===== src/rtl/core/sma_pkg.sv =====
// Shared types and constants for the simple moving average block.
package sma_pkg;

  localparam int MAX_WINDOW = 256;
  localparam int SAMPLE_W   = 48;
  localparam int LEN_W      = $clog2(MAX_WINDOW + 1);
  localparam int PTR_W      = (MAX_WINDOW > 1) ? $clog2(MAX_WINDOW) : 1;
  localparam int SUM_W      = SAMPLE_W + PTR_W;
  localparam int CNT_W      = $clog2(SUM_W);

  localparam logic CMD_PUSH  = 1'b0;
  localparam logic CMD_CLEAR = 1'b1;

  typedef struct packed {
    logic                       command;
    logic signed [SAMPLE_W-1:0] sample;
  } sma_in_t;

  typedef struct packed {
    logic                       ready_res;
    logic signed [SAMPLE_W-1:0] average;
  } sma_out_t;

endpackage


===== src/rtl/core/sma_div.sv =====
// Radix-2 restoring divider: signed window sum over unsigned length, truncated toward zero.
module sma_div import sma_pkg::*; (
  input  logic                       clk,
  input  logic                       rst_n,
  input  logic                       start,
  input  logic signed [SUM_W-1:0]    dividend,
  input  logic [LEN_W-1:0]           divisor,
  output logic                       done,
  output logic signed [SAMPLE_W-1:0] quotient
);

  logic               busy_r, busy_nxt;
  logic               done_r, done_nxt;
  logic               neg_r, neg_nxt;
  logic [CNT_W-1:0]   cnt_r, cnt_nxt;
  logic [LEN_W-1:0]   rem_r, rem_nxt;
  logic [SUM_W-1:0]   quo_r, quo_nxt;
  logic [LEN_W:0]     rem_sh;
  logic [LEN_W:0]     diff;
  logic [SUM_W-1:0]   quo_signed;

  assign rem_sh = {rem_r, quo_r[SUM_W-1]};
  assign diff   = rem_sh - {1'b0, divisor};

  always_comb begin
    busy_nxt = busy_r;
    done_nxt = 1'b0;
    neg_nxt  = neg_r;
    cnt_nxt  = cnt_r;
    rem_nxt  = rem_r;
    quo_nxt  = quo_r;
    if (start) begin
      busy_nxt = 1'b1;
      neg_nxt  = dividend[SUM_W-1];
      quo_nxt  = dividend[SUM_W-1] ? SUM_W'(-dividend) : SUM_W'(dividend);
      rem_nxt  = '0;
      cnt_nxt  = CNT_W'(SUM_W - 1);
    end else if (busy_r) begin
      // shift one dividend bit into the remainder, subtract when it fits
      if (!diff[LEN_W]) begin
        rem_nxt = diff[LEN_W-1:0];
        quo_nxt = {quo_r[SUM_W-2:0], 1'b1};
      end else begin
        rem_nxt = rem_sh[LEN_W-1:0];
        quo_nxt = {quo_r[SUM_W-2:0], 1'b0};
      end
      if (cnt_r == '0) begin
        busy_nxt = 1'b0;
        done_nxt = 1'b1;
      end else begin
        cnt_nxt = cnt_r - 1'b1;
      end
    end
  end

  always_ff @(posedge clk) begin
    if (!rst_n) begin
      busy_r <= 1'b0;
      done_r <= 1'b0;
    end else begin
      busy_r <= busy_nxt;
      done_r <= done_nxt;
    end
    neg_r <= neg_nxt;
    cnt_r <= cnt_nxt;
    rem_r <= rem_nxt;
    quo_r <= quo_nxt;
  end

  assign quo_signed = neg_r ? (~quo_r + 1'b1) : quo_r;
  assign quotient   = quo_signed[SAMPLE_W-1:0];
  assign done       = done_r;

endmodule


===== config.mk =====
export PLATFORM = sky130hd
export DESIGN_NAME = sma_div
export DESIGN_NICKNAME = d
export VERILOG_FILES = /design/src/rtl/core/sma_pkg.sv /design/src/rtl/core/sma_div.sv
export SDC_FILE = /design/constraint.sdc
export NUM_CORES = 1
export LEC_CHECK = 0
export BUFFER_PORTS_ARGS = -buffer_cell sky130_fd_sc_hd__buf_2
export CAP_MARGIN = 25
export CORE_UTILIZATION = 51
export CTS_CLUSTER_SIZE = 30
export DETAILED_ROUTE_END_ITERATION = 6
export GPL_TIMING_DRIVEN = 0
export HOLD_SLACK_MARGIN = 0.03
export PLACE_DENSITY = 0.86
export SLEW_MARGIN = 10
export SYNTH_ARGS = -nofsm -noshare
export SYNTH_HDL_FRONTEND = slang
export SYNTH_SLANG_ARGS = --single-unit

===== constraint.sdc =====
create_clock -name clk -period 3.1 [get_ports clk]
set_clock_uncertainty 0.1 [all_clocks]
set_input_delay 0.155 -clock clk [delete_from_list [all_inputs] [get_ports clk]]
set_output_delay 0.155 -clock clk [all_outputs]
set_load 0.02 [all_outputs]

; ---- After elaboration in Yosys (flattened, before gate mapping)
; Index checks and enable logic that the tools add are counted.
[totals]
ff_bits = 74
latchBits = 0
mem_bits_rw = 0
mem_bits_ro = 0
input_bits = 68
n_memories = 0
[op_classes]
add_sub_neg = 4
mul = 0
div = 0
order_cmp = 0
n_eq_ne = 0
shifts = 0
muxes = 10
bitwise_logic = 4
n_reduce_logical = 4
[ops]
columns = op, count
row1 = 56-bit two-way mux, 3
row2 = 56-bit negation, 1
row3 = "48-bit by 1-bit adder with 48-bit output, second input constant", 1
row4 = 48-bit two-way mux, 1
row5 = 48-bit inverter, 1
row6 = 10-bit by 9-bit subtractor with 10-bit output, 1
row7 = 9-bit two-way mux, 1
row8 = 6-bit logical NOT, 1
row9 = "6-bit by 1-bit subtractor with 6-bit output, second input constant", 1
row10 = 1-bit two-way mux, 5
row11 = 1-bit inverter, 3
row12 = 3-bit OR reduction, 1
row13 = 2-bit AND reduction, 1
row14 = 2-bit nonzero test, 1

; ---- Longest topological paths before layout
; Gate-level depths: netlist (run 1).
[depth]
word_depth = 4
depth_mapped = 9
mapped_depth_nobuf = 9

; ---- Worst setup path after synthesis (run 1)
; No wires, ideal clock.
[synth_timing]
path_type = flip-flop to output port
start = register quo_r[14]
end = output port quotient[46]
arrival_ns = 2.759
required_time_ns = 2.845
setup_slack_ns = 0.086
path_stages_with_launch = 8
n_path_buf = 1
cell_sequence = edfxtp_1 -> or4_4 -> or3_1 -> or4_4 -> or3_1 -> buf_6 -> o41ai_4 -> xnor2_1
[synth_between]
elab_chain_len = 3
[synth_lines]
columns = item, line_no
row1 = from (decl), sma_div.sv:17  ; logic [SUM_W-1:0] quo_r, quo_nxt;
row2 = from (signal assigned), sma_div.sv:67  ; quo_r <= quo_nxt;
row3 = 48-bit inverter, sma_div.sv:70  ; assign quo_signed = neg_r ? (~quo_r + 1'b1) : quo_r;
row4 = 48-bit by 1-bit adder with 48-bit output, sma_div.sv:70
row5 = 48-bit two-way mux, sma_div.sv:70
row6 = to (decl), sma_div.sv:9  ; output logic signed [SAMPLE_W-1:0] quotient
; Every way passes these cells.

; ---- Final worst setup path (run 1)
[layout_timing]
start = register quo_r[13]
end = output port quotient[46]
; The elaborated chain is that of the path after synthesis.

==> results.md, run 1 <==
* Router iterations before antenna repair at 6
* Crit path launch: quo_r[13]
* Status: finished, violations left
* TritonCTS clock tree: built
* Io pins at ~120
* Crit path largest cell delay at around 560 ps
* Vias/cell at 6.02
* Reg2reg start: rem_r[3]
* Pwr/cell area at 434 mW/mm^2
* Net count after synthesis at between 700 and 800
* Die Y at 108 um
* LEAKAGE at roughly 2.7 nW
* Failing checks: negative setup slack
* Final ANT Viol Nets at 0
* NetSw at roughly 0.0011 W
* Worst Hold Margin at around 70 ps
* Asr flop ratio synth at 0%
* Commonest register cell after synthesis: edfxtp_1
* Final Hold Fails at 0
* Reg2reg path depth at 8
* Pre-CTS WS at -152 ps
* CTS Root Cell: clkbuf_8
* Setup ws final at -306 ps
* Setup_tns at -2180 ps
* Worst-Skew Late Latency at 350 ps
* Area grow syn2layout at 22.3%
* Pint at between 0.0015 and 0.002 W
* GRT Util Overall at between 20 and 30%
* Gr ovfl total at 0
* Slowest library cell on the worst path: or4_4
* Mapped Cells at around 640
* Hold EP: quo_r[0]
* Highest clock rate at ~0.29 GHz
* Via Count at 5,679
* Worst Hold Class: in2reg
* Peak VDD IR at roughly 0.22 mV
* CP bufs+invs at 1
* Syn Area/Cell at 8.88 sq um
* Deepest clock path buffer count at 2
* Sequential share of the synthesized area at between 30% and 40%
* Synth cell types at 55
* Fin. max-slew vios at 0
* Reg2reg end: rem_r[6]
* RSZ-0062 raised after global routing: true
* DRT iter0 DRCs at between 500 and 600
* WHS Path Cells at 3
* Crit-path cells: or4_4, or3_1, or4_4, or3_4, o41ai_4, xnor2_1, buf_4
* Core area at approximately 0.011 sq mm
* Pin count of the biggest net entering global routing at 38
* DRC at 0
* Initial core utilization at a little over half
* Final nets at 880
* Die area at 0.0116 sq mm
* Vias in the first global route at about 5,200
* Crit path time final at 3410 ps
* Combinational power share at around a third
* Final Util at 64.3%
* Critical Path RT at 2840 ps
* Crit start category: flop
* Final period util at 110%
* I/O Buffers at approximately 120
* Chip Width at about 110 um
* Sw Ratio at a little over a third
* Crit Path Category: reg2out
* Yosys warns at 0
* Max_cap viols at 0
* Worst-path fanout max at 7
* Cell with the most instances on the worst path: or4_4
* Final GP Congestion at 0.890
* Relative slew slack at between 30 and 40%
* R2R Setup Slk at 310 ps
* Synth Cell Area at around 0.0057 sq mm
* Antenna violations before repair at 0
* Dpl hpwl at 11.9 mm
* Clk sinks at 74
* Avg WL per Cell at about 18 um
* Layout filler cell count at just over 900
* Flop pwr share at 42.7%
* H-tree depth at 3
* Layout cells sized above 1 at 25.3%
* Synth Register Bits at 74
* First-pass GRT wire length at about 25 mm
* Clock network power share at ~22%
* Row cnt at 38
* CP endpoint kind: primary output
* Crit path DAT at ~3200 ps
* HP Start: dividend[0]
* CTS buffer count at 9
* Crit path max-delay family: simple AND/OR/NAND/NOR gates
* Routed wire length at around 17 mm
* Worst slew pin tran at 1010 ps
* Post-synth EDFFs at between 50 and 60
* Final setup viols at 10
* Clk pin slew, worst setup/hold paths at 80 ps
[registers in the layout, summed over array words and instances (netlist names)]
register,count
quo_r,56
neg_r,1
done,1
busy_r,1
rem_r,9
cnt_r,6
[per-stage QoR]
step	instances	power (W)	cell area (sq um)
2_1_floorplan	644	0.00196	5720
3_5_place_dp	901	0.00229	6500
5_1_grt	943	0.00317	7000
4_1_cts	938	0.00298	6880
3_3_place_gp	900	0.00226	6480
6_report	944	0.00304	7000
[cells in the mapped netlist, drive strengths merged, types with 3 or more instances]
library cell  number  area [sq um]
nor4               6          37.5
a31oi              3          18.8
ha                13           163
buf                7          38.8
o41ai             26           254
nand3              7          35.0
dfxtp             17           340
nand2b             6          37.5
a211oi             7          52.6
inv               21          78.8
o21ai             35           175
mux2               4          45.0
xor2              49           429
or2               13          81.3
nor3              18          90.1
or4               16           128
a21oi             57           285
mux2i              6          60.1
nand2             32           120
edfxtp            57          1710
clkbuf            29           109
nand4              5          31.3
nor3b              3          22.5
o31ai             29           233
or3               17           106
nor2              75           282
xnor2             58           508
[tightest hold or removal path: stages]
cell and delay [ps]:
buf_2 120, nand2_1 50, o21ai_0 80
[cell families (layout without fill, tap and decap cells)]
family / after synthesis / after routing / share of synthesized area (%)
adders and majority gates: 14 / 14 / 3.19
other: 0 / 1 / 0
and+or+nand+nor: 210 / 210 / 18.7
buffers and inverters: 57 / 216 / 3.96
xor gates and xnor gates: 107 / 107 / 16.4
muxes: 10 / 10 / 1.84
AOI/OAI and AO/OA: 172 / 172 / 20.1
DFF: 74 / 74 / 35.9
[layout by cell type, fill, tap and decap left out, types with 6 or more instances in the layout]
master	n
buf_2	107
o31ai_1	25
xor2_1	49
nand2_1	32
inv_1	21
or2_2	12
nor2_1	75
nand3_1	7
or3_1	14
a211oi_1	6
or4_4	6
o21ai_0	31
nand2b_1	6
xnor2_1	58
buf_4	34
clkbuf_1	32
dfxtp_1	17
clkbuf_8	10
o41ai_1	23
nor3_1	15
or4_1	10
ha_1	13
edfxtp_1	57
mux2i_1	6
a21oi_1	57
[area by class of cell]
cell class	instances	area (sq um)	area share, %
antenna	1	2.50	0.0357
buffer	35	136	1.95
clock buffer	13	149	2.13
clock inverter	3	15.0	0.214
inverter	21	78.8	1.13
multi-input combinational	513	3550	50.7
sequential	74	2050	29.3
tap	140	175	2.50
timing repair buffer	144	840	12.0
[worst max-delay path by stage]
stage              endpoint  depth (start not counted)
3_3_place_gp      quo_r[44]                         10
2_1_floorplan  quotient[46]                          7
4_1_cts        quotient[46]                          7
3_5_place_dp   quotient[46]                          8
6_report       quotient[46]                          7
5_1_grt        quotient[46]                          7
[power groups by stage]
stage / sequential, W / clock [W] / combinational (W)
3_3_place_gp: 0.00132 / 0 / 0.000939
6_report: 0.00130 / 0.000674 / 0.00107
4_1_cts: 0.00129 / 0.000666 / 0.00103
5_1_grt: 0.00131 / 0.000710 / 0.00115
2_1_floorplan: 0.00130 / 0 / 0.000662
3_5_place_dp: 0.00133 / 0 / 0.000962
[what timing repair did]
item                                    4_1_cts  5_1_grt
pin swaps                                     8        7
resized for setup                            12       22
setup buffers                                19        5
endpoints found under the setup margin       15       21
hold buffers                                  3        0
hold endpoints to repair                      4        0
gates cloned                                  0        0
[metal layers]
| metal | part of all wire [%] | global-route usage [%] | vias up |
|---|---|---|---|
| li1 | - | - | 2684 |
| met1 | 40 | 35.3 | 2659 |
| met2 | 49 | 47.4 | 274 |
| met3 | 7.0 | 4.06 | 62 |
| met4 | 4.0 | 14.7 | 0 |
| met5 | 0 | 0 | - |
No activity file was read; power rests on OpenSTA's default activity.
==> inputs of run 2 (changes only) <==
- CORE_UTILIZATION: 51 -> 36
- PLACE_DENSITY: 0.86 -> 0.66
==> run 2 against run 1 <==
  * The run still ends with negative setup slack left
  * Clock power up 40%
  * Wire length grew 1.9%
  * Combinational power about the same
  * Via count fell by 3.3%
==> results.md, run 2 (synthesis gave the netlist of run 1 again) <==
* Deepest clock path buffer count at 2 (unchanged)
* Final Instance Area at 0.00719 sq mm (was 0.00700 sq mm)
* CP endpoint kind: primary output (unchanged)
* Clk sinks at 74 (unchanged)
* Layout cells sized above 1 at 25.5% (was 25.3%)
* Final setup viols at 10 (unchanged)
* Largest reg by FF count: quo_r (unchanged)
* RSZ-0062 raised after global routing: true (unchanged)
* Routed wire length at 17.0 mm (was 16.7 mm)
* Crit path DAT at 3180 ps (was 3150 ps)
* Biggest regs: quo_r x56, rem_r x9, cnt_r x6 (unchanged)
* Pwr/cell area at 459 mW/mm^2 (was 434 mW/mm^2)
* Crit path largest cell delay at 570 ps (was 560 ps)
* LEAKAGE at 2.73 nW (was 2.68 nW)
* Pin count of the biggest net entering global routing at 57 (was 38)
* Most frequent cells in the layout: buf_2 (109), nor2_1 (75), a21oi_1 (57), edfxtp_1 (57), xnor2_1 (56) (was buf_2 (107), nor2_1 (75), xnor2_1 (58))
* Reg2reg end: rem_r[0] (was rem_r[6])
* Chip Width at 128 um (was 108 um)
* Placed cell area at 0.00657 sq mm (was 0.00650 sq mm)
* Crit path launch: quo_r[11] (was quo_r[13])
* Hold EP: quo_r[0] (unchanged)
* Setup ws final at -337 ps (was -306 ps)
* First-pass GRT wire length at 26.6 mm (was 25.3 mm)
* Fin. max-slew vios at 0 (unchanged)
* DRC at 0 (unchanged)
* Worst Hold Class: in2reg (unchanged)
* Row cnt at 45 (was 38)
* Crit-path cells: or4_4, or3_4, or4_4, or3_4, o41ai_4, xnor2_1, buf_4 (was or4_4, or3_1, or4_4, or3_4, o41ai_4, xnor2_1, buf_4)
* Crit Path Category: reg2out (unchanged)
* Reg2reg path depth at 8 (unchanged)
* I/O Buffers at 116 (unchanged)
* Critical Path RT at 2840 ps (about the same)
* Die Y at 128 um (was 108 um)
* Vias in the first global route at 5,129 (was 5,190)
* Final period util at 111% (was 110%)
* Reg2reg start: rem_r[3] (unchanged)
* Area grow syn2layout at 25.7% (was 22.3%)
* H-tree depth at 3 (unchanged)
* Highest clock rate at 0.291 GHz (was 0.294 GHz)
* Leading cell type in the layout, fill and taps excluded: buf_2 (unchanged)
* Crit path max-delay family: simple AND/OR/NAND/NOR gates (unchanged)
* Clk pin slew, worst setup/hold paths at 60 ps (was 80 ps)
* Largest register FFs at 56 (unchanged)
* Max_cap viols at 0 (unchanged)
* Non-Filler Instances at 1,015 (was 944)
* Antenna violations before repair at 0 (unchanged)
* Failing checks: negative setup slack (unchanged)
* WHS Path Cells at 3 (unchanged)
* Io pins at 117 (unchanged)
* Final ANT Viol Nets at 0 (unchanged)
* Cells after DPL at 971 (was 901)
* Final nets at 881 (was 880)
* Via Count at 5,492 (was 5,679)
* Die area at 0.0164 sq mm (was 0.0116 sq mm)
* Peak VDD IR at 0.281 mV (was 0.222 mV)
* R2R Setup Slk at 260 ps (was 310 ps)
* Layout filler cell count at 1,512 (was 911)
* ANT cells at 0 (was 1)
* Status: finished, violations left (unchanged)
* Dpl hpwl at 12.2 mm (was 11.9 mm)
* HP Start: dividend[0] (unchanged)
* Crit path time final at 3440 ps (was 3410 ps)
* Worst Hold Margin at 92.6 ps (was 70.3 ps)
* Core area at 0.0154 sq mm (was 0.0109 sq mm)
* Gr ovfl total at 0 (unchanged)
* Slowest library cell on the worst path: or4_4 (unchanged)
* TritonCTS clock tree: built (unchanged)
* Final GP Congestion at 0.850 (was 0.890)
* DRT iter0 DRCs at 415 (was 592)
* CTS buffer count at 9 (unchanged)
* Worst-Skew Late Latency at 340 ps (was 350 ps)
* Vias/cell at 5.41 (was 6.02)
* CTS Root Cell: clkbuf_16 (was clkbuf_8)
* Worst slew pin tran at 921 ps (was 1010 ps)
* Initial core utilization at 37.2% (was 52.6%)
* GRT Util Overall at 21.0% (was 28.2%)
* Crit start category: flop (unchanged)
* Final Power at 0.00330 W (was 0.00304 W)
* Worst-path fanout max at 7 (unchanged)
* Avg WL per Cell at 16.8 um (was 17.7 um)
* Router iterations before antenna repair at 4 (was 6)
* Relative slew slack at 38.6% (was 32.9%)
* CP bufs+invs at 1 (unchanged)
* Final Hold Fails at 0 (unchanged)
run 2: changes by cell type in the layout (fill, tap and decap cells not counted), sizes merged:
cell	previous run	this run
clkinv	3	4
clkbuf	42	41
buf	147	148
diode	1	0
run 2: metal layers:
metal	vias to the layer above	wire length [um]	track usage, %
li1	2693	-	-
met1	2602	7670	27.5
met2	171	8130	35.0
met3	26	799	3.13
met4	0	403	7.34
met5	-	0	0
run 2: through the flow:
stage | setup TNS, ps | util, % | setup slack, ps
floorplan | 0 | - | 86.4
global placement | -1540 | 42.7 | -190
detailed placement | -1710 | 42.7 | -199
CTS | -2300 | 45.7 | -354
global route | -3190 | 46.8 | -425
finish | -2170 | 46.8 | -337
run 2: layout make-up:
type                    instances  area, sq um  area share, %
clock buffers                  12          236           3.29
clock inverters                 4         20.0          0.278
well taps                     211          264           3.67
repair buffers                145          826           11.5
inverters                      21         78.8           1.10
multi-input cells             513         3580           49.8
flip-flops and latches         74         2050           28.5
plain buffers                  35          136           1.90
run 2: worst max path at each step:
stage,endpoint,cells past startpoint
final,quotient[46],7
after global routing,quotient[42],7
after CTS,quotient[46],7
after detailed placement,quo_r[54],10
after global placement,quo_r[54],10
after floorplan,quotient[46],7
run 2: worst register-to-register path: cells and delay by family (launching register included):
family	cells	cell delay [ps]
buf+inv	1	470
flops	1	330
fa+ha+maj	1	370
simple gates	2	320
compound gates	4	1150
run 2: timing repair:
item | 4_1_cts | 5_1_grt
hold buffers | 3 | 0
pin swaps | 5 | 4
cloned | 0 | 0
buffers inserted | 16 | 10
endpoints found under the setup margin | 16 | 28
gates resized for setup | 16 | 19
hold endpoints to repair | 4 | 0
run 2: where the power goes:
group	internal, W	switching, W
logic	0.000436	0.000623
registers	0.00120	0.000101
clock network	0.000537	0.000405
total	0.00217	0.00113
