[src/rtl/core/sma_ram.sv]
// Generic single-write, single-read RAM with registered read data.
module sma_ram #(
  parameter int WIDTH = 8,
  parameter int DEPTH = 16
) (
  input  logic                             clk,
  input  logic                             we,
  input  logic [$clog2(DEPTH)-1:0]         waddr,
  input  logic [WIDTH-1:0]                 wdata,
  input  logic [$clog2(DEPTH)-1:0]         raddr,
  output logic [WIDTH-1:0]                 rdata
);

  logic [WIDTH-1:0] mem [DEPTH];

  always_ff @(posedge clk) begin
    if (we) begin
      mem[waddr] <= wdata;
    end
    rdata <= mem[raddr];
  end

endmodule

[config.mk]
export PLATFORM = sky130hd
export DESIGN_NAME = sma_ram
export DESIGN_NICKNAME = d
export VERILOG_FILES = /design/src/rtl/core/sma_ram.sv
export SDC_FILE = /design/constraint.sdc
export NUM_CORES = 1
export LEC_CHECK = 0
export BUFFER_PORTS_ARGS = -buffer_cell sky130_fd_sc_hd__buf_2
export CAP_MARGIN = 25
export CORE_ASPECT_RATIO = 0.75
export CORE_MARGIN = 2
export CORE_UTILIZATION = 54
export CTS_CLUSTER_SIZE = 16
export DETAILED_ROUTE_END_ITERATION = 10
export GPL_ROUTABILITY_DRIVEN = 0
export PLACE_DENSITY = 0.74
export SLEW_MARGIN = 20
export SYNTH_ARGS = -nofsm -noshare
export SYNTH_HDL_FRONTEND = slang
export SYNTH_SLANG_ARGS = --single-unit
[constraint.sdc]
create_clock -name clk -period 1.7 [get_ports clk]
set_clock_uncertainty 0.05 [all_clocks]
set_input_delay 0.17 -clock clk [delete_from_list [all_inputs] [get_ports clk]]
set_output_delay 0.17 -clock clk [all_outputs]
set_load 0.005 [all_outputs]
# Word level (Yosys, flattened, before mapping)
# Memories as Yosys holds them, arrays and structs flattened. A register that Yosys moved wholly into a read port is not among the register bits.
# Index checks and enable logic that the tools add are counted.
# totals
reg_bits	0
ram_bits	128
input_bits	18
output_inout_bits	8
word_cells	3
mem_count	1
# mem_list
name	words	word_bits	rd	rd_ports_with_merged_regs	write_ports	line_no	source
mem	16	8	1	1	1	14	logic [WIDTH-1:0] mem [DEPTH];
# op_classes
mux	2
# op_table
op	n
2-to-1 mux 1 bit	2

# Depth between registers and ports, before layout
# Gate-level depths: netlist (run 1).
# logic_depth
word_depth	2
depth_mapped	5
ltp_nobuf	3

# Worst setup path after synthesis (run 1)
# No wires, ideal clock.
# synth_path
path_kind	input to register
from	input port waddr[2]
to	memory mem[0][0], enable pin
setup_ns	0.383
t_arrival_ns	1.280
required_time_ns	1.267
slack_ns	-0.013
cell_stages	2
n_path_buf	0
cell_sequence	or3b_2 nor3_1
# synth_lines
item	line_no	source
start: declaration	8	input logic [$clog2(DEPTH)-1:0] waddr,
end: declaration	14	
# Straight into the memory's write port.

==> metrics list, run 1 <==
- In this run the clock root is driven by a clkbuf_16.
- In this run the cell area of the synthesized design comes to 5150 um2.
* Post-Syn Area per Cell: 22.5 um2
- STA puts the critical path data required time at 1.94 ns.
* Kind of path behind the tightest hold check: in2reg
- After the first detailed-routing iteration, the DRC count stood at 237.
* Net total in the final layout: 306
* Sequential element share of the synthesized area: 0.778
- Area added between synthesis and finish: 19.2%
- Counting the buffers created by CTS gives 17.
- Leading cell types by total area after synthesis: edfxtp_1 75%, mux4_2 7.9%, mux4_1 7.1%
* Met1 layer usage reported by global route: 0.301
- Max transition margin: 0.732
- In this run the static leakage power is 0.00212 uW.
- The library cell used most frequently in the layout, excluding fill and tap cells, is edfxtp_1.
- Initial Util: 0.562
* Ys Warns: 0
* Final routed wirelength across all metal layers: 9.87 mm
- Together, buffers and inverters on the worst path number 0.
- Across every metal layer, demand over resource in global routing totals 0.212.
- Fraction of layout cells with a size suffix above 1: 0.322
- The initial antenna violation count was 0.
* Final worst hold slack: 0.0991 ns
- The share of synthesized area in the top cell type comes to 0.747.
- Areal power density over the cells: 1230 nW/um2
- Final worst-path cycle share: 0.825
- Synthesis instantiated 19 different standard cells from the library.
* Final hold violation count: 0
- STA classifies the critical path startpoint as a register.
- For this run, the detailed router's first-pass iteration total came to 4.
- Setup violations remaining at the end of the flow were counted as 0.
- 0 antenna diodes ended up in the layout.
* Clock Path Buffers: 2
- From bottom edge to top edge, the die measures 88.6 um.
- The H-tree generated during clock tree synthesis spans 4 levels.
- Pin count of the biggest net entering global routing: 33
- The core region is 9160 um2.
- Met2 track demand over resource: 0.315
* TritonCTS clock tree: built
* Outcome: completed
- Number of cell rows: 30
- Vias per cell: 5.82
- The worst setup path is of the reg2reg kind.
* Via count of the first global-routing pass: 2511
- Pins Over Slew Limit: 0
* Detailed Place HPWL: 6.13 mm
- Element type at the critical path end: register
- Maximum cell stage delay along the critical path: 0.53 ns
* Clock-pin slew of the registers on the worst-case setup and hold paths: 0.06 ns
- Leaving out fill and tap cells, the most frequent cells in the layout are 128 x edfxtp_1, 25 x buf_2, 22 x buf_4, 18 x mux4_2, 17 x clkbuf_16.
* Count of instances resized after the clock tree is built: 0
- Kind of cell adding the most delay to the critical path: multiplexers
* Arrival time at the worst endpoint: 1.64 ns
- For this run the aggregate overflow at the end of global routing stands at 0.
* Unrepaired setup endpoints after global routing: false
- In the synthesized netlist, the number of instances is 229.
- After global routing, the most crowded layer is met2.
- Critical path cell sequence: mux4_1, a22oi_1, nand2_1
- The worst path in the final design needs a cycle of 1.40 ns, including I/O delays and setup.
* Dpl ws: 0.0801 ns
* Min setup slack post-route: 0.297 ns
- The worst register-to-register path has a depth of 3.
* Worst Tran Pin Value: 0.402 ns
* CP max-delay cell: mux4_1
- Buffers inserted to repair hold after CTS numbered 0.
- Along the worst hold path, the cell count comes to 1.
* Die ar.: 10300 um2
* Fmax achieved: 713 MHz
- Sum of internal, switching and leakage power: 7530 uW
- Boundary Pins: 26
- Per-cell routed wire length: 23.0 um
- Synthesis-stage register bit count: 136
* Detail Route Antenna Nets: 0
- Buffers added to address setup during post-CTS repair amount to 0.
* Clk Latency, worst-skew pair: 0.41 ns
- Critical path fanouts, max: 1
- In this run the tool buffered the top-level ports with 25 buffer cells.
- Across the VDD grid, the largest voltage drop is 0.834 mV.
- The first global-routing pass estimated 14.7 mm of wire.
- Die outline width: 117 um
* Post-route DRC: 0
* Most area-hungry cell type in the Yosys netlist: edfxtp_1
* Synthesized netlist net count: 247
- Setup total negative slack: 0 ns
- Via count: 2498
* Stages on worst setup path: 3
- The clock drives 136 sinks.
- In the global route stage, met3 resource usage came out at 0.0534.
- Across the run, the number of max-cap violations was 0.
==> kinds of logic after synthesis <==
group           count (synthesis)  synth area share
compound gates                 16            0.0233
buf+inv                        10            0.0168
flops                         136             0.778
mux                            32             0.150
simple gates                   35            0.0318
==> worst register-to-register path, stage by stage, from the launching register on <==
cell and delay (ns):
edfxtp_1 0.36, mux4_1 0.53, a22oi_1 0.26, nand2_1 0.09
==> stage by stage <==
stage / utilization / cell area, um2 / cells
2_1_floorplan: - / 5150 / 229
4_1_cts: 0.670 / 6140 / 429
3_5_place_dp: 0.609 / 5580 / 397
5_1_grt: 0.670 / 6140 / 429
3_3_place_gp: 0.609 / 5580 / 397
6_report: 0.670 / 6140 / 429
==> flip-flops by register name, indices dropped and copies added, names as in the netlist <==
name,count
rdata,8
mem,128
==> Yosys cell counts, drive strengths merged <==
library cell and instances:
nor2 13, buf 7, a22oi 16, nand2 9
edfxtp 128, and2 1, nand2b 2, or3b 1
clkdlybuf4s25 3, nand3 1, nand3b 2, nor3 4
mux4 32, and2b 1, dfxtp 8, nor2b 1
==> where the power goes <==
part,switching (uW),total [uW],internal [uW]
sequential,25.4,3780,3750
combinational,192,351,159
clock,1260,3400,2140
total,1480,7530,6050
==> routing by layer <==
layer	vias to the layer above	wire, um
li1	1094	-
met1	1300	4380
met2	87	4670
met3	17	605
met4	0	215
met5	-	0
==> worst paths after layout <==
check | from | endpoint | slack [ns]
max | mem[2][0] | rdata[0] | 0.30
min | wdata[1] | mem[9][1] | 0.1
max reg2reg | mem[2][0] | rdata[0] | 0.30
min reg2reg | mem[14][0] | rdata[0] | 0.63
==> final cells by class <==
cell class / instances / area, um2
clock buffer: 23 / 488
clock inverter: 9 / 72.6
fill: 596 / 3020
multi-input combinational: 83 / 1060
sequential: 136 / 4000
tap: 128 / 160
timing repair buffer: 50 / 350
Power figures use the tool's default switching activity.
==> run 2, diff against run 1 <==
ABC_AREA = 1   (was unset)
CORE_UTILIZATION = 60   (was 54)
PLACE_DENSITY = 0.78   (was 0.74)
clock period = 1.4 ns   (was 1.7 ns; I/O delays follow)
==> metrics list, run 2 <==
- The run finished with clean final reports.
- Number of buffers created by CTS: 17
- Boundary Pins: 26
- Leading registers by flop count: mem x128, rdata x8
- Data required time at the worst endpoint: 1.21 ns
- Final instance count without filler cells: 738
* Post-route cell area: 6690 um2
* Via count of the first global-routing pass: 3882
* Register Area: 4000 um2
- On the worst path, the slowest cell contributes a delay of 0.37 ns.
- Dominant register cell in the synthesized netlist: edfxtp_1
- The largest individual stage delay along the critical path comes from the cell dfxtp_1.
- 1st-pass router iterations: 5
- Element type at the critical path end: output port
- Cells after synthesis: 551
* Die outline width: 117 um
- The detail route stage leaves a number of antenna-violating nets equal to 0.
- For this block, the routed nets add up to 13.4 mm of wire.
- Critical path startpoint: rdata[2]
- The first global-routing pass estimated 20.8 mm of wire.
* Reg2reg path depth: 6
- Max_cap viols: 0
- Buffers inserted by post-CTS timing repair: 0
- Together, buffers and inverters on the worst path number 1.
- Relative to the synthesized area, the layout overhead comes to 16.0%.
* Clk Latency, worst-skew pair: 0.42 ns
- The floorplan step defined a die boundary enclosing 10400 um2.
- Setup slack on the critical path of the routed design comes to 0.283 ns.
- Area after detailed placement: 6130 um2
- Across all register-to-register paths, the minimum setup slack is 0.29 ns.
* Async set or reset register ratio after synthesis: 0
- Setup total negative slack: 0 ns
* Stages on worst setup path: 1
* Via count: 4063
* Violation count after the first detailed-routing iteration: 503
- Counting flops and latches in the post-synthesis netlist gives 136.
- The repair_antennas step left the layout with diodes totalling 0.
- Of the post-synthesis cell area, the dominant cell type holds 0.667.
- Clock root buffer: clkbuf_16
- Number of cell rows: 30
* Pins Over Slew Limit: 0
- Leading cell types by count after synthesis: 173 x nand2_1, 128 x edfxtp_1, 100 x inv_1
- Leaving out fill and tap cells, the most frequent cell in the layout is nand2_1.
- During synthesis, Yosys emitted a total of 0 warnings.
* Total Routing Usage GR: 0.285
* Synthesized netlist net count: 569
- Most flop-heavy register: mem
- Overflow left after global routing: 0
* Max transition margin: 0.690
* H-tree depth: 4
- Summing internal, switching and leakage power gives 9390 uW.
- For this design the static power due to leakage is 0.00294 uW.
- The filler cells instantiated in the layout total 637.
* Sequential element share of the synthesized area: 0.694
* Most area-hungry cell type in the Yosys netlist: edfxtp_1
- The endpoint identified for the worst register-to-register timing path is rdata[7].
- TritonCTS built the clock tree.
* Critical Path Source Type: register
* Cell variety after synth: 12
- Fraction of layout cells with a size suffix above 1: 0.131
* Critical Setup Path Class: reg2out
- Once placement completed, the tool counted placed cells totaling 706.
- The cell area that synthesis handed to floorplanning was 5770 um2.
- Detailed Place HPWL: 8.03 mm
* Clock-pin slew of the registers on the worst-case setup and hold paths: 0.06 ns
- Worst r2r src: mem[13][7]
* Hold-fix buffers at CTS: 0
- Port Buffer Count: 25
- Final hold violation count: 0
- Count of instances resized after the clock tree is built: 0
- Number of antenna violations at the first check in global routing: 0
* Clock Path Buffers: 2
- Core ar.: 9200 um2
- Dpl ws: 0.132 ns
* EDFF count, synth: 128
- Worst Tran Pin Value: 0.464 ns
- Post-Syn Area per Cell: 10.5 um2
- Most used cells in the layout excluding fill and tap cells: 173 x nand2_1, 128 x edfxtp_1, 100 x inv_1, 97 x nand3_1, 25 x buf_2
- Subtracting the final worst setup slack from the clock period gives 1.12 ns.
- Dividing the detail-routed wire length by the instance count gives 18.2 um.
- Critical path fanouts, max: 1
* Number of flip-flops under the largest register name: 128
* Fmax achieved: 895 MHz
- Post-route DRC: 0
- Most common cell in the synthesized netlist: nand2_1
- Final worst-path cycle share: 0.798
- Vias per cell: 5.51
* Height of the chip: 88.9 um
* Initial Util: 0.627
- Leading cell types by total area after synthesis: edfxtp_1 67%, nand2_1 11%, nand3_1 8.4%
- Number of sinks driven by the clock tree: 136
- The signal on the critical path passes through buf_2.
* Kind of cell adding the most delay to the critical path: flip-flops
- Endpoints failing setup: 0
- Areal power density over the cells: 1400 nW/um2
* Arrival time at the worst endpoint: 0.93 ns
- Maximum vdd ir drop: 1.01 mV
- In the final design database the tool counted 615 nets.
- Unrepaired setup endpoints after global routing: false
* Pin count of the biggest net entering global routing: 65
* Endpoint of the worst setup timing path: rdata[2]
* Kind of path behind the tightest hold check: in2reg
- In the final layout, the multi-input gates occupy 1210 um2.
-- run 2: report_power, final --
group          switching [uW]  total (uW)  internal, uW
clock network            1580        4220          2640
registers                35.6        4590          4550
logic                     395         575           180
total                    2010        9390          7370
-- run 2: layer usage --
metal  GRT usage  routed length [um]  up-vias
li1            -                   -     1865
met1       0.403                5620     1922
met2       0.442                6220      246
met3      0.0631                1260       30
met4       0.107                 312        0
met5           0                   0        -
-- run 2: through the flow --
step	hold slack [ns]	util
finish	0.0447	0.727
global route	0.0457	0.727
CTS	0.0285	0.727
detailed placement	0.465	0.667
global placement	0.464	0.667
floorplan	0.189	-
-- run 2: layout make-up --
cell class | count | share of cell area
Tap cell | 128 | 0.0239
Sequential cell | 136 | 0.599
Clock inverter | 10 | 0.0155
Clock buffer | 22 | 0.0679
Inverter | 102 | 0.0572
Timing Repair Buffer | 51 | 0.0554
Multi-Input combinational cell | 289 | 0.181
-- run 2: cells by family after synthesis --
logic type | Yosys count | share of synthesized area
simple gates | 289 | 0.210
buf+inv | 126 | 0.0952
flops | 136 | 0.694
-- run 2: worst min path at each step --
stage / slack [ns] / to / from / depth (start not counted)
after global placement: 0.46 / rdata[2] / raddr[3] / 3
after detailed placement: 0.47 / rdata[5] / rdata[5] / 1
after CTS: 0.03 / rdata[2] / raddr[3] / 3
after floorplan: 0.19 / mem[0][0] / wdata[0] / 0
final: 0.04 / rdata[2] / raddr[3] / 3
after global routing: 0.05 / rdata[2] / raddr[3] / 3
==> run 3, diff against run 2 <==
CORE_UTILIZATION = 55   (was 60)
PLACE_DENSITY = 0.75   (was 0.78)
clock period = 1.02 ns   (was 1.4 ns; I/O delays follow)
==> metrics list, run 3 (synthesized netlist as in run 2, its figures left out) <==
- The flow ran to the end, but the final reports show violations.
- Violations in the final reports: negative setup slack
- Once the clock tree was built, the setup fixing pass inserted 0 buffers.
* Global-route met3 utilization: 0.0887
- Of the total power, registers draw 0.457.
- The clock passes through at most 2 buffers.
- Per-cell routed wire length: 18.4 um
- Element type at the critical path end: output port
- The core region is 10200 um2.
- Kind of cell adding the most delay to the critical path: flip-flops
- In the final layout, the share of cells above drive strength 1 is 0.239.
* Grt peak-use layer: met2
- Leaving out fill and tap cells, the most frequent cells in the layout are 170 x nand2_1, 128 x edfxtp_1, 98 x inv_1, 56 x nand3_1, 38 x nand3_2.
- Unrepaired setup endpoints after global routing: true
- Dividing the final minimum period by the clock period gives 1.03.
* Final routed wirelength across all metal layers: 13.8 mm
- Port Buffer Count: 25
- Hold repair after CTS inserted 0 buffers.
* Data required time at the worst endpoint: 0.87 ns
- After the first detailed-routing iteration, the DRC count stood at 447.
- Setup violations remaining at the end of the flow were counted as 4.
- Critical path fanouts, max: 1
* Area after detailed placement: 6260 um2
- Max transition margin: 0.725
- The min-delay analysis places its worst path in the category in2reg.
* Clock root buffer: clkbuf_16
- NetSw: 2860 uW
* Via count: 4060
- Critical path cell sequence: buf_2
- Detailed placement ended at an HPWL of 8.24 mm.
* Most flop-heavy register: mem
* Die ar.: 11300 um2
- Met1 layer usage reported by global route: 0.363
* Number of sinks driven by the clock tree: 136
- For this run, the slowest stage of the critical path takes 0.36 ns.
- The initial utilization of the core area, before any placement, comes to 0.563.
- Final hold violation count: 0
* Internal cell power: 10900 uW
* Via count of the first global-routing pass: 3830
* Leading cell type in the layout, fill and taps excluded: nand2_1
- The first global-routing pass estimated 20.8 mm of wire.
* Overflow left after global routing: 0
- The detail route stage leaves a number of antenna-violating nets equal to 0.
- Pins Over Slew Limit: 0
- Final instance count without filler cells: 751
* Number of cell rows: 32
- The first detailed-routing pass took 7 iterations.
- Post-route cell area: 7160 um2
* H-tree depth: 4
- The largest registers in the layout are mem x128, rdata x8.
- Leakage power figure: 0.00313 uW
* Dpl ws: -0.198 ns
* Sw Ratio: 0.207
* Height of the chip: 92.7 um
- Critical Path Source Type: register
- After detailed routing, the number of remaining DRC violations is 0.
* Fill cell total of the finished layout: 704
- Portion of total power attributed to combinational logic: 0.070
- The area growth from synthesis to layout is 24.1%.
- Total Routing Usage GR: 0.258
- Die outline width: 122 um
- Summing all multi-input logic gate instances after layout gives 1460 um2.
- The register with the most flip-flops in the layout has 128 of them.
* Areal power density over the cells: 1930 nW/um2
* TritonCTS clock tree: built
* Clk Latency, worst-skew pair: 0.41 ns
- Pin count of the biggest net entering global routing: 33
* Met2 track demand over resource: 0.378
* Number of buffers created by CTS: 17
- Data on the critical path arrives at its endpoint at 0.89 ns.
- After layout, the minimum clock period comes to 1.05 ns.
- Boundary Pins: 26
- After clock tree synthesis, the clock-pin slew on the worst setup and hold paths is 0.06 ns.
- Setup slack on the critical path of the routed design comes to -0.0260 ns.
* Number of buffer and inverter instances along the worst setup path: 1
- The worst-case IR drop observed on VDD is 2.02 mV.
- Across the run, the number of max-cap violations was 0.
- In the final layout, flip-flops and latches occupy 4010 um2.
* Sum of internal, switching and leakage power: 13800 uW
* Fmax achieved: 956 MHz
- Number of antenna violations at the first check in global routing: 0
- The number of antenna diodes in the final layout is 0.
- Critical Setup Path Class: reg2out
- Clock share of power: 0.473
- Net total in the final layout: 620
- In the routed layout, each cell is associated on average with a via count of 5.41.
- For the pin with the worst max-slew slack, the measured transition is 0.413 ns.
- For this design, the slowest cell found on the critical path is dfxtp_2.
- Instance count after placement with tap cells included: 719
- Post-Route Utilization: 0.698
==> run 3: per-stage QoR <==
| stage | TNS (ns) | hold WS [ns] |
|---|---|---|
| after floorplan | -6.60 | 0.151 |
| after global placement | -13.77 | 0.431 |
| after detailed placement | -16.84 | 0.430 |
| after CTS | -0.0686 | 0.0460 |
| after global routing | -0.378 | 0.0590 |
| final | -0.0588 | 0.0625 |
==> run 3: power groups by stage <==
stage | logic (uW) | registers, uW | clock network, uW
3_5_place_dp | 838 | 6410 | 0
4_1_cts | 881 | 6300 | 6580
6_report | 960 | 6300 | 6530
3_3_place_gp | 819 | 6410 | 0
2_1_floorplan | 445 | 6400 | 0
5_1_grt | 1040 | 6310 | 6800
==> run 3: area by class of cell <==
class / instances / share of cell area
clock inverter: 7 / 0.0154
sequential: 136 / 0.560
timing repair buffer: 56 / 0.0675
multi-input combinational: 289 / 0.205
inverter: 102 / 0.0535
tap: 136 / 0.0238
clock buffer: 25 / 0.0748
==> run 3: routing by layer <==
| layer | wire length (um) | part of all wire | up-vias |
|---|---|---|---|
| met5 | 0 | 0 | - |
| met4 | 206 | 0.015 | 0 |
| met3 | 1430 | 0.10 | 18 |
| met2 | 6410 | 0.47 | 221 |
| met1 | 5740 | 0.42 | 1947 |
| li1 | - | - | 1874 |
==> run 3: timing repair <==
item                                   in CTS  in global routing
endpoints found under the hold margin       0                  0
pin swaps                                   4                 18
resized for setup                          22                 34
setup endpoints to repair                  12                 13
==> run 3: final timing paths <==
check | from | endpoint | slack, ns | cells past startpoint
max | rdata[0] | rdata[0] | -0.03 | 1
min | wdata[2] | mem[10][2] | 0.06 | 1
max reg2reg | mem[10][4] | rdata[4] | -0.01 | 6
min reg2reg | mem[12][2] | rdata[2] | 0.63 | 6
